File: src/rtl/prc_pkg.sv
// Package for the paged record cache: shared constants, codes and types.
// Used by prc_ctrl, prc_dp and paged_record_cache_lru_top; depends on nothing.
`timescale 1ns / 1ps

package prc_pkg;

  // Cache geometry.
  localparam int MAX_SLOTS    = 8;
  localparam int SLOT_W       = 3;
  localparam int SLOT_RECORDS = 64;
  localparam int REC_W        = 6;
  localparam int MEM_DEPTH    = MAX_SLOTS * SLOT_RECORDS;
  localparam int MEM_AW       = SLOT_W + REC_W;
  // A record is eight bytes long, so the byte offset is a shift by three.
  localparam int RECORD_SHIFT = 3;

  // Configuration port.
  localparam int CFG_AW = 4;

  typedef enum logic [1:0] {
    REG_RPP   = 2'd0,
    REG_PAGES = 2'd1,
    REG_TOTAL = 2'd2,
    REG_BASE  = 2'd3
  } cfg_reg_e;

  typedef enum logic [2:0] {
    OP_LOOKUP = 3'd0,
    OP_PROBE  = 3'd1,
    OP_FILL   = 3'd2,
    OP_FAIL   = 3'd3,
    OP_CLEAR  = 3'd4
  } op_e;

  typedef enum logic [2:0] {
    ST_HIT        = 3'd0,
    ST_MISS       = 3'd1,
    ST_RANGE      = 3'd2,
    ST_NOT_CACHED = 3'd3,
    ST_FILL       = 3'd4,
    ST_FAILED     = 3'd5,
    ST_CLEARED    = 3'd6,
    ST_REJECT     = 3'd7
  } status_e;

  typedef enum logic [2:0] {
    S_IDLE,
    S_DECODE,
    S_MISS,
    S_COMMIT,
    S_FILL_RD,
    S_EMIT
  } state_e;

  typedef enum logic [1:0] {
    SRC_NONE,
    SRC_HIT,
    SRC_VICTIM,
    SRC_PEND
  } slot_src_e;

  typedef enum logic [1:0] {
    ACT_EMIT,
    ACT_HIT,
    ACT_MISS,
    ACT_FILL_LAST
  } act_e;

  typedef struct packed {
    logic [2:0]  op;
    logic [31:0] index;
    logic [31:0] fill_time;
    logic [7:0]  fill_number;
  } in_item_t;

  typedef struct packed {
    logic [2:0]  status;
    logic [2:0]  slot;
    logic [31:0] beat_time;
    logic [2:0]  beat_number;
    logic [31:0] fetch_first;
    logic [6:0]  fetch_count;
    logic [31:0] fetch_offset;
    logic [31:0] hit_total;
    logic [31:0] miss_total;
  } out_item_t;

  // Commands from the controller to the datapath.
  typedef struct packed {
    logic      capture;
    logic      do_hit;
    logic      miss_start;
    logic      miss_step;
    logic      commit;
    logic      fill_write;
    logic      fill_finish;
    logic      fill_read;
    logic      fail;
    logic      clear;
    logic      emit;
    logic      beat;
    status_e   status;
    slot_src_e slot_src;
  } cmd_t;

  // Status from the datapath to the controller.
  typedef struct packed {
    logic [2:0] op;
    logic       pending;
    logic       in_range;
    logic       hit;
    logic       fill_last;
    logic       div_last;
  } stat_t;

endpackage

File: src/rtl/prc_ctrl.sv
// Controller state machine of the paged record cache.
// Depends on prc_pkg; drives the command word of prc_dp.
`timescale 1ns / 1ps

module prc_ctrl (
  input  logic           clk,
  input  logic           rst_n,
  input  logic           start,
  input  prc_pkg::stat_t stat,
  output logic           busy,
  output prc_pkg::cmd_t  cmd
);

  prc_pkg::state_e    state_r, state_nxt;
  prc_pkg::status_e   held_status_r;
  prc_pkg::slot_src_e held_src_r;

  prc_pkg::act_e      act;
  prc_pkg::status_e   dec_status;
  prc_pkg::slot_src_e dec_src;
  logic               dec_fill, dec_fail, dec_clear;

  assign busy = (state_r != prc_pkg::S_IDLE);

  // Decision on the captured word, shared by next state and outputs.
  always_comb begin
    act        = prc_pkg::ACT_EMIT;
    dec_status = prc_pkg::ST_REJECT;
    dec_src    = prc_pkg::SRC_NONE;
    dec_fill   = 1'b0;
    dec_fail   = 1'b0;
    dec_clear  = 1'b0;
    case (stat.op)
      prc_pkg::OP_LOOKUP, prc_pkg::OP_PROBE: begin
        if (stat.op == prc_pkg::OP_LOOKUP && stat.pending) begin
          dec_status = prc_pkg::ST_REJECT;
        end else if (!stat.in_range) begin
          dec_status = prc_pkg::ST_RANGE;
        end else if (stat.hit) begin
          act = prc_pkg::ACT_HIT;
        end else if (stat.op == prc_pkg::OP_PROBE) begin
          dec_status = prc_pkg::ST_NOT_CACHED;
        end else begin
          act = prc_pkg::ACT_MISS;
        end
      end
      prc_pkg::OP_FILL: begin
        if (stat.pending) begin
          dec_fill = 1'b1;
          if (stat.fill_last) begin
            act = prc_pkg::ACT_FILL_LAST;
          end else begin
            dec_status = prc_pkg::ST_FILL;
            dec_src    = prc_pkg::SRC_PEND;
          end
        end
      end
      prc_pkg::OP_FAIL: begin
        if (stat.pending) begin
          dec_fail   = 1'b1;
          dec_status = prc_pkg::ST_FAILED;
          dec_src    = prc_pkg::SRC_PEND;
        end
      end
      prc_pkg::OP_CLEAR: begin
        dec_clear  = 1'b1;
        dec_status = prc_pkg::ST_CLEARED;
      end
      default: begin
        dec_status = prc_pkg::ST_REJECT;
      end
    endcase
  end

  // Next state.
  always_comb begin
    state_nxt = state_r;
    case (state_r)
      prc_pkg::S_IDLE: begin
        if (start) state_nxt = prc_pkg::S_DECODE;
      end
      prc_pkg::S_DECODE: begin
        case (act)
          prc_pkg::ACT_HIT:       state_nxt = prc_pkg::S_EMIT;
          prc_pkg::ACT_MISS:      state_nxt = prc_pkg::S_MISS;
          prc_pkg::ACT_FILL_LAST: state_nxt = prc_pkg::S_FILL_RD;
          default:                state_nxt = prc_pkg::S_IDLE;
        endcase
      end
      prc_pkg::S_MISS: begin
        if (stat.div_last) state_nxt = prc_pkg::S_COMMIT;
      end
      prc_pkg::S_COMMIT:  state_nxt = prc_pkg::S_IDLE;
      prc_pkg::S_FILL_RD: state_nxt = prc_pkg::S_EMIT;
      prc_pkg::S_EMIT:    state_nxt = prc_pkg::S_IDLE;
      default:            state_nxt = prc_pkg::S_IDLE;
    endcase
  end

  // Command outputs.
  always_comb begin
    cmd = '0;
    case (state_r)
      prc_pkg::S_IDLE: begin
        cmd.capture = start;
      end
      prc_pkg::S_DECODE: begin
        cmd.fill_write = dec_fill;
        cmd.fail       = dec_fail;
        cmd.clear      = dec_clear;
        case (act)
          prc_pkg::ACT_HIT:       cmd.do_hit      = 1'b1;
          prc_pkg::ACT_MISS:      cmd.miss_start  = 1'b1;
          prc_pkg::ACT_FILL_LAST: cmd.fill_finish = 1'b1;
          default: begin
            cmd.emit     = 1'b1;
            cmd.status   = dec_status;
            cmd.slot_src = dec_src;
          end
        endcase
      end
      prc_pkg::S_MISS: begin
        cmd.miss_step = 1'b1;
      end
      prc_pkg::S_COMMIT: begin
        cmd.commit   = 1'b1;
        cmd.emit     = 1'b1;
        cmd.status   = prc_pkg::ST_MISS;
        cmd.slot_src = prc_pkg::SRC_VICTIM;
      end
      prc_pkg::S_FILL_RD: begin
        cmd.fill_read = 1'b1;
      end
      prc_pkg::S_EMIT: begin
        cmd.emit     = 1'b1;
        cmd.beat     = 1'b1;
        cmd.status   = held_status_r;
        cmd.slot_src = held_src_r;
      end
      default: begin
        cmd = '0;
      end
    endcase
  end

  // State register and the status held for a delayed word.
  always_ff @(posedge clk) begin
    if (!rst_n) begin
      state_r       <= prc_pkg::S_IDLE;
      held_status_r <= prc_pkg::ST_HIT;
      held_src_r    <= prc_pkg::SRC_NONE;
    end else begin
      state_r <= state_nxt;
      if (state_r == prc_pkg::S_DECODE && act == prc_pkg::ACT_HIT) begin
        held_status_r <= prc_pkg::ST_HIT;
        held_src_r    <= prc_pkg::SRC_HIT;
      end else if (state_r == prc_pkg::S_DECODE && act == prc_pkg::ACT_FILL_LAST) begin
        held_status_r <= prc_pkg::ST_FILL;
        held_src_r    <= prc_pkg::SRC_PEND;
      end
    end
  end

endmodule

File: config.mk
export PLATFORM = sky130hd
export DESIGN_NAME = prc_ctrl
export DESIGN_NICKNAME = d
export VERILOG_FILES = /design/src/rtl/prc_pkg.sv /design/src/rtl/prc_ctrl.sv
export SDC_FILE = /design/constraint.sdc
export NUM_CORES = 1
export LEC_CHECK = 0
export BUFFER_PORTS_ARGS = -buffer_cell sky130_fd_sc_hd__buf_2
export CAP_MARGIN = 30
export CORE_MARGIN = 2
export CORE_UTILIZATION = 40
export CTS_BUF_LIST = sky130_fd_sc_hd__clkbuf_8 sky130_fd_sc_hd__clkbuf_16
export CTS_CLUSTER_DIAMETER = 200
export DETAILED_ROUTE_END_ITERATION = 10
export HOLD_SLACK_MARGIN = 0.15
export PLACE_DENSITY = 0.73
export SLEW_MARGIN = 20
export SYNTH_ARGS = -nofsm -noshare
export SYNTH_HDL_FRONTEND = slang
export SYNTH_SLANG_ARGS = --single-unit
File: constraint.sdc
create_clock -name clk -period 1.6 [get_ports clk]
set_clock_uncertainty 0.15 [all_clocks]
set_input_delay 0.32 -clock clk [delete_from_list [all_inputs] [get_ports clk]]
set_output_delay 0.32 -clock clk [all_outputs]
set_load 0.02 [all_outputs]
==> flow_metrics.py, run 1 <==
metrics = {
    "run_status": {
        "status": "aborted with a tool error",
        "stop_stage": "clock tree synthesis",
        "error": "[ERROR DPL-0033] detailed placement checks failed during check placement.",
    },
    "clocking": {
        "ctsRootBufferMaster": "clkbuf_8",
        "cts_setup_buffers": 12,
        "clkSinkCount": 5,
        "htree_levels": 1,
        "cts_resized": 52,
        "cts_made_buffers": 3,
        "cts_buffer_depth": 2,
        "ctsHoldBuffers": 0,
    },
    "yosys": {
        "ys_ff_latch": 5,
        "yosysWarnings": 0,
        "synth_top_family_by_area": "simple AND/OR/NAND/NOR gates",
        "synth_area_sq_um": 534,
        "ys_seq_area_share_pct": 18.7,
        "yosys.area.top_type": "dfxtp_1",
        "synth_most_common_cell": "nor2_1",
        "yosys-top-cells-area": "dfxtp_1, nand2b_1, nor2b_1",
        "synth_cell_types": 32,
        "syn_avg_cell_area_sq_um": 7.03,
        "synth_async_sr_flop_share_pct": 0,
        "synthSimpleGateAreaFrac_pct": 52.0,
        "synth_xor_xnor_area_share_pct": 0,
        "yosys-mux-area-fraction_pct": 0,
        "synth_edf_count": 0,
        "synth_cells": 76,
        "synth_compound_area_share_pct": 20.1,
        "yosysTopAreaCellShare_pct": 18.7,
        "synthAdderAreaFrac_pct": 0,
        "synth_ff_type": "dfxtp_1",
        "synth_nets": 87,
    },
    "placement": {
        "place_congestion": 0.853,
        "dp_hpwl_mm": 1.47,
        "port_buffers": 28,
        "place_inst": 141,
        "pre_cts_slack_ns": -0.411,
    },
    "die": {
        "initial_utilization_pct": 42.1,
        "die_x_um": 40.5,
        "fp.dieH_um": 40.5,
        "pin_count": 29,
        "rows": 13,
    },
}
[cell families after synthesis]
logic type,after synthesis
and+or+nand+nor,45
AOI/OAI and AO/OA,16
buffers and inverters,10
DFF,5
[metrics by stage]
stage               hold WS [ns]  TNS (ns)  area [sq um]  utilization [%]
floorplan                  0.275     -1.13           653                -
global placement           0.290     -2.81           975             76.8
detailed placement         0.305     -3.14           975             76.8
==> run 2, diff against run 1 <==
CORE_AREA = 2 2 63 65   (was default)
CORE_MARGIN = default   (was 2)
CORE_UTILIZATION = default   (was 40)
CTS_BUF_LIST = default   (was sky130_fd_sc_hd__clkbuf_8 sky130_fd_sc_hd__clkbuf_16)
CTS_CLUSTER_DIAMETER = default   (was 200)
DIE_AREA = 0 0 65 67   (was default)
HOLD_SLACK_MARGIN = default   (was 0.15)
PLACE_DENSITY = default   (was 0.73)
PLACE_DENSITY_LB_ADDON = 0.15   (was default)
==> run 2 against run 1 <==
The flow now finishes, with violations (negative setup slack). Area after synthesis unchanged. Synthesized cell count is the same.
==> flow_metrics.py, run 2 <==
metrics = {
    "placement": {
        "place_congestion": 0.772,
        "dp_hpwl_mm": 1.60,
        "place_inst": 173,
        "port_buffers": 28,
        "place_area_sq_um": 996,
        "pre_cts_slack_ns": -0.399,
    },
    "yosys": {
        "synth_edf_count": 0,
        "yosys-top-cells-area": "dfxtp_1, nand2b_1, nor2b_1",
        "synth_ff_type": "dfxtp_1",
        "ys_ff_latch": 5,
        "synth_nets": 87,
        "synth_most_common_cell": "nor2_1",
        "synth_cells": 76,
        "ys_seq_area_share_pct": 18.7,
        "synth_async_sr_flop_share_pct": 0,
        "yosys.area.top_type": "dfxtp_1",
        "yosysTopAreaCellShare_pct": 18.7,
        "syn_avg_cell_area_sq_um": 7.03,
        "yosysWarnings": 0,
        "synth_area_sq_um": 534,
        "synth_cell_types": 32,
    },
    "die": {
        "rows": 22,
        "initial_utilization_pct": 14.8,
        "fp.dieH_um": 67,
        "core_sq_mm": 0.00361,
        "die_x_um": 65,
        "pin_count": 29,
        "die_area_sq_mm": 0.00436,
    },
    "critical_path": {
        "r2r-end": "state_r[1]",
        "slowest_delay_ns": 0.45,
        "endpoint_kind": "primary output",
        "crit_chain": "or3b_4, buf_6, nor4b_2, buf_2",
        "startpoint_type": "flip-flop",
        "cp.arrival_ns": 1.53,
        "r2r-start": "state_r[2]",
        "rr_worst_depth": 5,
        "critPathRequiredTime_ns": 1.13,
        "slowest_stage": "or3b_4",
        "critPathKind": "reg2out",
        "cp_max_fo": 5,
        "r2r_setup_slack_ns": -0.02,
    },
    "clocking": {
        "tritoncts": "built",
        "clkSinkCount": 5,
        "ctsRootBufferMaster": "clkbuf_8",
        "cts_buffer_depth": 2,
        "ctsHoldBuffers": 0,
        "clk_latency_ns": 0.22,
        "cts.clk_slew.worst_paths_ns": 0.04,
        "htree_levels": 1,
        "cts_made_buffers": 3,
    },
    "finish": {
        "largest_register_ffs": 3,
        "diodes": 0,
        "nNetsFinal": 152,
        "design_area_sq_mm": 0.00135,
        "largest-register": "state_r",
        "area_growth_pct": 152,
        "instances_no_fill": 188,
        "reg.largest.list": "state_r: 3 flops, held_src_r: 1 flops, held_status_r: 1 flops",
        "final_cell_mix": "buf_4, buf_6, buf_2, nor2_4, nand2_1",
        "drive_gt1_share_pct": 72.9,
        "layout_commonest_cell": "buf_4",
    },
    "timing": {
        "grt_setup_unrepaired": "yes",
        "period_minus_slack_ns": 2.00,
        "tns_ns": -4.24,
        "setup_viol_count_final": 18,
        "worst_pin_slew_ns": 0.445,
        "worst_slack_ns": -0.400,
        "slew_viol_final": 0,
        "maxSlewHeadroom_pct": 70.2,
        "hold_viol": 0,
        "max_freq_mhz": 500,
        "period_share_pct": 125,
    },
    "pwr": {
        "power_switching_w": 0.000186,
        "p_clk_share_pct": 36.5,
        "pwr-share-comb_pct": 42.9,
        "p_sw_share_pct": 29.3,
        "p_leak_nw": 0.628,
        "pwr-share-seq_pct": 20.6,
        "pwr_density_cell_mw_per_mm2": 471,
        "peakVddDrop_mv": 0.236,
        "internal_power_w": 0.000449,
    },
    "route": {
        "routed_wirelength_mm": 2.08,
        "ant_nets": 0,
        "num_vias": 744,
        "viasPerCell": 3.96,
        "drt_pass1_iterations": 4,
        "wl_per_cell_um": 11.0,
        "drc": 0,
        "drt-initial-drc-count": 11,
    },
    "run_status": {
        "status": "complete, but fails checks",
        "violations": "negative setup slack",
    },
    "hold_path": {
        "worstHoldStart": "rst_n",
        "holdPathStages": 2,
        "min_to": "state_r[1]",
        "hold_path_class": "in2reg",
    },
    "grt": {
        "grt_pass1_vias": 703,
        "antenna_found_initial": 0,
        "grt_pass1_wl_mm": 3.35,
        "grt_usage_pct": 10.1,
        "grt_overflow": 0,
        "grt_max_degree": 11,
    },
    "job": {
        "cap_violations": 0,
    },
}
==> run 2: cell counts after synthesis <==
Identical to the previous run, type by type.
==> run 2: worst max-delay path by stage <==
stage                           from  endpoint  slack (ns)  cells past startpoint
after global placement       stat[4]    cmd[2]       -0.35                      6
final                     state_r[2]    cmd[7]       -0.40                      4
after detailed placement     stat[4]    cmd[2]       -0.40                      6
after CTS                 state_r[2]    cmd[7]       -0.39                      4
after floorplan              stat[5]    cmd[2]       -0.20                      5
after global routing      state_r[2]   cmd[14]       -0.44                      4
==> run 2: repair_timing <==
action,4_1_cts,5_1_grt
resized for setup,42,25
pin swaps,7,7
setup endpoints to repair,19,19
buffers inserted,7,9
==> run 2: area by class of cell <==
| class | instances | area (sq um) |
|---|---|---|
| clock buffers | 4 | 45.0 |
| fillers | 371 | 2260 |
| inverters | 5 | 21.3 |
| multi-input cells | 61 | 562 |
| flip-flops and latches | 5 | 104 |
| well taps | 48 | 60.1 |
| repair buffers | 65 | 557 |
==> run 2: routing by layer <==
metal | vias to the layer above | track usage (%) | share of wire, %
li1 | 396 | - | -
met4 | 0 | 3.99 | 0
met1 | 337 | 12.9 | 45
met5 | - | 0 | 0
met3 | 0 | 2.36 | 3.2
met2 | 11 | 16.5 | 52
==> run 2: power by group through the flow <==
stage | logic, W | clock network [W] | registers [W]
6_report | 0.000272 | 0.000232 | 0.000131
2_1_floorplan | 0.000116 | 0 | 0.000132
3_3_place_gp | 0.000202 | 0 | 0.000133
3_5_place_dp | 0.000202 | 0 | 0.000132
4_1_cts | 0.000246 | 0.000240 | 0.000131
5_1_grt | 0.000291 | 0.000249 | 0.000131
==> run 2: cells by family (layout without fill, tap and decap cells) <==
| logic type | Yosys count | in the layout | share of synthesized area [%] |
|---|---|---|---|
| AO/OA/AOI/OAI | 16 | 16 | 20.1 |
| buffers and inverters | 10 | 74 | 9.13 |
| AND/OR/NAND/NOR | 45 | 45 | 52.0 |
| flip-flops | 5 | 5 | 18.7 |
==> run 2: worst max-delay path: cells and delay by family, from the launching register on <==
family | cells | cell delay [ns]
and+or+nand+nor | 2 | 0.65
buffers and inverters | 2 | 0.35
DFF | 1 | 0.31
==> run 2: metrics by stage <==
step | util, % | total power, W | hold slack, ns
floorplan | - | 0.000248 | 0.275
global placement | 27.6 | 0.000335 | 0.296
detailed placement | 27.6 | 0.000335 | 0.300
CTS | 34.3 | 0.000617 | 0.244
global route | 37.4 | 0.000671 | 0.254
finish | 37.4 | 0.000635 | 0.244
(Power assumes the default switching activity.)
